File: config.mk
export PLATFORM = sky130hd
export DESIGN_NAME = lld_isqrt
export DESIGN_NICKNAME = d
export VERILOG_FILES = /design/src/design/lld_pkg.sv /design/src/design/lld_isqrt.sv
export SDC_FILE = /design/constraint.sdc
export NUM_CORES = 2
export LEC_CHECK = 0
export BUFFER_PORTS_ARGS = -buffer_cell sky130_fd_sc_hd__buf_2
export CAP_MARGIN = 10
export CORE_MARGIN = 3
export CORE_UTILIZATION = 59
export DETAILED_ROUTE_END_ITERATION = 8
export PLACE_DENSITY = 0.75
export SYNTH_ARGS = -nofsm -noshare
export SYNTH_HDL_FRONTEND = slang
export SYNTH_MEMORY_MAX_BITS = 65536
export SYNTH_SLANG_ARGS = --single-unit
File: constraint.sdc
create_clock -name clk -period 5.8 [get_ports clk]
set_clock_uncertainty 0.2 [all_clocks]
set_input_delay 0.29 -clock clk [delete_from_list [all_inputs] [get_ports clk]]
set_output_delay 0.29 -clock clk [all_outputs]
set_load 0.01 [all_outputs]
File: src/design/lld_pkg.sv
// ----------------------------------------------------------------------------
// Line distance package
// Shared widths, result flag bundle and saturation helpers for the closest
// distance pipeline.
// ----------------------------------------------------------------------------
package lld_pkg;

  localparam int WORD_W        = 32;
  localparam int FRAC_BITS_DEF = 16;
  localparam int WIDE_W        = 64;
  localparam int EXT_W         = 66;
  localparam int QUOT_W        = 33;
  localparam int ROOT_W        = 32;
  localparam int IN_FIELDS     = 12;

  localparam logic signed [EXT_W-1:0] SAT_HI = (EXT_W'(1) <<< (WORD_W - 1)) - EXT_W'(1);
  localparam logic signed [EXT_W-1:0] SAT_LO = -(EXT_W'(1) <<< (WORD_W - 1));

  typedef logic signed [WORD_W-1:0] word_t;

  // Packed so that lines_parallel lands in bit 0 of tuser.
  typedef struct packed {
    logic saturated;
    logic zero_divisor;
    logic lines_parallel;
  } lld_flags_t;

  function automatic logic sat_hit(input logic signed [EXT_W-1:0] x);
    return (x > SAT_HI) || (x < SAT_LO);
  endfunction

  function automatic word_t sat_val(input logic signed [EXT_W-1:0] x);
    word_t r;
    if (x > SAT_HI) begin
      r = WORD_W'(SAT_HI);
    end else if (x < SAT_LO) begin
      r = WORD_W'(SAT_LO);
    end else begin
      r = WORD_W'(x);
    end
    return r;
  endfunction

endpackage

File: src/design/lld_isqrt.sv
// ----------------------------------------------------------------------------
// Pipelined integer square root
// Bitwise digit-by-digit root of a 64-bit value, one result bit per stage.
// ----------------------------------------------------------------------------
module lld_isqrt #(
  parameter int SIDE_W = 1
) (
  input  logic                      clk,
  input  logic                      rst,
  input  logic                      en,
  input  logic                      in_valid,
  input  logic [lld_pkg::WIDE_W-1:0] in_n,
  input  logic [SIDE_W-1:0]         in_side,
  output logic                      out_valid,
  output logic [lld_pkg::ROOT_W-1:0] out_root,
  output logic [SIDE_W-1:0]         out_side
);
  import lld_pkg::*;

  logic              v_q    [0:ROOT_W-1];
  logic [WIDE_W-1:0] n_q    [0:ROOT_W-1];
  logic [WIDE_W-1:0] r_q    [0:ROOT_W-1];
  logic [SIDE_W-1:0] side_q [0:ROOT_W-1];

  for (genvar i = 0; i < ROOT_W; i++) begin : g_stage
    localparam int SH = WIDE_W - 2 - 2 * i;
    localparam logic [WIDE_W-1:0] BITV = WIDE_W'(1) << SH;
    logic              v_i, ge;
    logic [WIDE_W-1:0] n_i, r_i, t;
    logic [SIDE_W-1:0] side_i;

    if (i == 0) begin : g_first
      assign v_i    = in_valid;
      assign n_i    = in_n;
      assign r_i    = '0;
      assign side_i = in_side;
    end else begin : g_next
      assign v_i    = v_q[i-1];
      assign n_i    = n_q[i-1];
      assign r_i    = r_q[i-1];
      assign side_i = side_q[i-1];
    end

    assign t  = r_i + BITV;
    assign ge = n_i >= t;

    always_ff @(posedge clk) begin
      if (rst) begin
        v_q[i] <= 1'b0;
      end else if (en) begin
        v_q[i] <= v_i;
      end
    end

    always_ff @(posedge clk) begin
      if (en) begin
        n_q[i]    <= ge ? (n_i - t) : n_i;
        r_q[i]    <= ge ? ((r_i >> 1) + BITV) : (r_i >> 1);
        side_q[i] <= side_i;
      end
    end
  end

  assign out_valid = v_q[ROOT_W-1];
  assign out_root  = r_q[ROOT_W-1][ROOT_W-1:0];
  assign out_side  = side_q[ROOT_W-1];

endmodule

==> impl_metrics.json <==
{
  "status": "complete, no violations",
  "syn_area_per_cell_um2": 12.6,
  "synthArstFlopShare_pct": 0,
  "start_kind": "register",
  "synth_compound_area_share_pct": 9.21,
  "antenna_found_initial": 23,
  "fin_crit_sh_pct": 89.8,
  "fin_tns_setup_ns": 0,
  "synth_edf_count": 2576,
  "crit_fanout": 50,
  "ys_warn_count": 0,
  "slew_headroom_pct": 21.8,
  "hp-start": "in_n[62]",
  "portBuffers": 102,
  "yosys.area_share.adder_pct": 5.71,
  "synth_flop_cell": "edfxtp_1",
  "finalNetCount": 10700,
  "ys_seq_area_share_pct": 63.3,
  "crit_chain": "or4_1 > nor3_1 > nand2_1 > o41ai_1 > a211o_1 > nand2_1 > buf_4 > a211o_1 > nor4_1 > nand3b_1 > xnor2_1",
  "peakVddDrop_uv": 331,
  "vias": 80500,
  "critPathKind": "register to register",
  "drtPass1Iterations": 8,
  "synth_top_cell_by_area": "edfxtp_1",
  "die_y_um": 461,
  "clkTransAtPathRegs_ns": 0.06,
  "arrival_ns": 5.65,
  "crit_path_start": "n_q[1][814]",
  "finalSetupViolations": 0,
  "viasPerCell": 6.20,
  "r2r-end": "n_q[1][891]",
  "end_kind": "register",
  "start_util_pct": 59.5,
  "syn_to_final_growth_pct": 11.5,
  "grt_pass1_wl_um": 474000,
  "ant_nets": 0,
  "fmax_ghz": 0.192,
  "core-area_um2": 205000,
  "clk_latency_ns": 0.93,
  "muxShareOfSynthArea_pct": 0.478,
  "dieArea_um2": 213000,
  "grt-ovfl-total": 0,
  "synth_top_family_by_area": "simple AND/OR/NAND/NOR gates",
  "synth_most_common_cell": "edfxtp_1",
  "grt_max_degree": 203,
  "synth_cells": 9709,
  "hold-path-cell-count": 4,
  "drt_iter0_drc": 9305,
  "cts_root_buf": "clkbuf_16",
  "synthSimpleGateAreaFrac_pct": 12.0,
  "power.density_nw_per_um2": 399,
  "min_to": "n_q[0][62]",
  "grt_usage_pct": 29.5,
  "maxCapViolations": 0,
  "cts_tree": "built",
  "yosysTopAreaCellShare_pct": 63.3,
  "tightestPinTransition_ns": 1.17,
  "grt_pass1_vias": 76900,
  "synth_xor_area_share_pct": 6.38,
  "synth_cell_types": 83,
  "syn_area_um2": 122000,
  "ys_seq_elements": 2576,
  "critPathBufInv": 1,
  "rrSetupSlack_ns": 0.59,
  "syn-num-nets": 10300,
  "p_leak_nw": 51.3,
  "finalHoldViolCount": 0,
  "rsz0062_at_grt": "no",
  "slew_viol_final": 0,
  "rows": 166,
  "hold_path.class": "input port to register",
  "cts_buffers": 284,
  "postLayoutCoreUtil_pct": 66.4,
  "place_hpwl_um": 229000,
  "netlist_top_cells_count": "edfxtp_1, inv_1, nand2_1, a21oi_1, ha_1",
  "critical_path.slowest_cell": "nor3_1",
  "critPathRequiredTime_ns": 6.24,
  "cts_max_level": 5,
  "cts.sinks": 2576,
  "drc": 0,
  "period_needed_ns": 5.21,
  "gp_congestion": 0.962,
  "cpLargestDelayFamily": "simple AND/OR/NAND/NOR gates",
  "worstReg2RegStart": "n_q[1][814]",
  "max_stage_delay_ns": 0.82,
  "wirelength_um": 318000,
  "clockBufferDepth": 4,
  "die_width_um": 461,
  "wl_per_cell_um": 24.5,
  "synth_area_leaders": "edfxtp_1, ha_1, xor2_1, xnor2_1, a21oi_1",
  "ctsResizeCount": 0,
  "final_layout_size_suffix_gt1_share_pct": 6.52,
  "io_pins": 103,
  "rr_worst_depth": 11
}
-- registers in the layout, summed over array words and instances, names as in the netlist --
signal and count:
v_q 32, r_q 528, side_q 32, n_q 1984
-- through the flow --
| step | hold WS (ns) | cells | area [um^2] | setup WS [ns] | power [mW] |
|---|---|---|---|---|---|
| 2_1_floorplan | 0.189 | 9709 | 122000 | 1.71 | 33.0 |
| 3_3_place_gp | 0.201 | 12400 | 126000 | 0.900 | 36.7 |
| 3_5_place_dp | 0.206 | 12400 | 126000 | 0.860 | 36.9 |
| 4_1_cts | 0.0733 | 13000 | 136000 | 0.831 | 54.4 |
| 5_1_grt | 0.195 | 13000 | 136000 | 0.541 | 56.8 |
| 6_report | 0.159 | 13000 | 136000 | 0.591 | 54.4 |
-- worst max path at each step --
| stage | to | slack, ns | cells after the start |
|---|---|---|---|
| after CTS | n_q[1][891] | 0.83 | 11 |
| after global placement | n_q[1][895] | 0.90 | 11 |
| final | n_q[1][891] | 0.59 | 11 |
| after detailed placement | n_q[1][891] | 0.86 | 11 |
| after floorplan | n_q[1][807] | 1.71 | 11 |
| after global routing | n_q[1][891] | 0.54 | 11 |
-- placed cells by master (no fill, tap or decap), types with 153 or more instances in the layout --
| cell | count |
|---|---|
| a21o_1 | 221 |
| a21oi_1 | 594 |
| clkbuf_16 | 293 |
| edfxtp_1 | 2576 |
| ha_1 | 558 |
| inv_1 | 727 |
| nand2_1 | 683 |
| nand3_1 | 153 |
| nor2_1 | 530 |
| nor3_1 | 288 |
| nor4_1 | 355 |
| o21ai_0 | 537 |
| xnor2_1 | 407 |
| xor2_1 | 483 |
-- power breakdown --
part	total, mW	leakage [nW]	internal (mW)	switching, mW
registers	25.7	24.8	23.7	2.08
clock network	17.5	4.28	10.3	7.19
logic	11.2	22.2	4.50	6.71
-- repair_timing --
item,in CTS,in global routing
buffers inserted,0,0
endpoints found under the hold margin,196,0
hold buffers,135,0
-- area by class of cell --
type | instances | area [um^2]
clock buffers | 344 | 7520
inverters | 729 | 2740
fillers | 14600 | 68900
flip-flops and latches | 2576 | 77400
multi-input cells | 6190 | 41400
repair buffers | 309 | 2630
well taps | 2688 | 3360
diodes | 14 | 35.0
clock inverters | 132 | 1310
-- worst reg2reg max path, stage by stage, from the launching register on --
cell	delay, ns
edfxtp_1	0.44
or4_1	0.62
nor3_1	0.82
nand2_1	0.11
o41ai_1	0.60
a211o_1	0.23
nand2_1	0.14
buf_4	0.34
a211o_1	0.39
nor4_1	0.70
nand3b_1	0.18
xnor2_1	0.18
-- metal layers --
metal / track usage, % / share of wire [%]
met5: 0 / 0.013
met3: 4.82 / 7.9
met4: 11.6 / 4.2
met2: 46.3 / 46
met1: 41.5 / 42
-- cells by family (layout without fill, tap and decap cells) --
family,Yosys count,in the layout
and+or+nand+nor,2837,2837
DFF,2576,2576
AOI/OAI and AO/OA,1852,1852
buffers and inverters,943,1514
xor gates and xnor gates,890,890
adders and majority gates,558,558
muxes,53,53
other,0,14
Note: power is estimated with default switching activity, not from simulation.
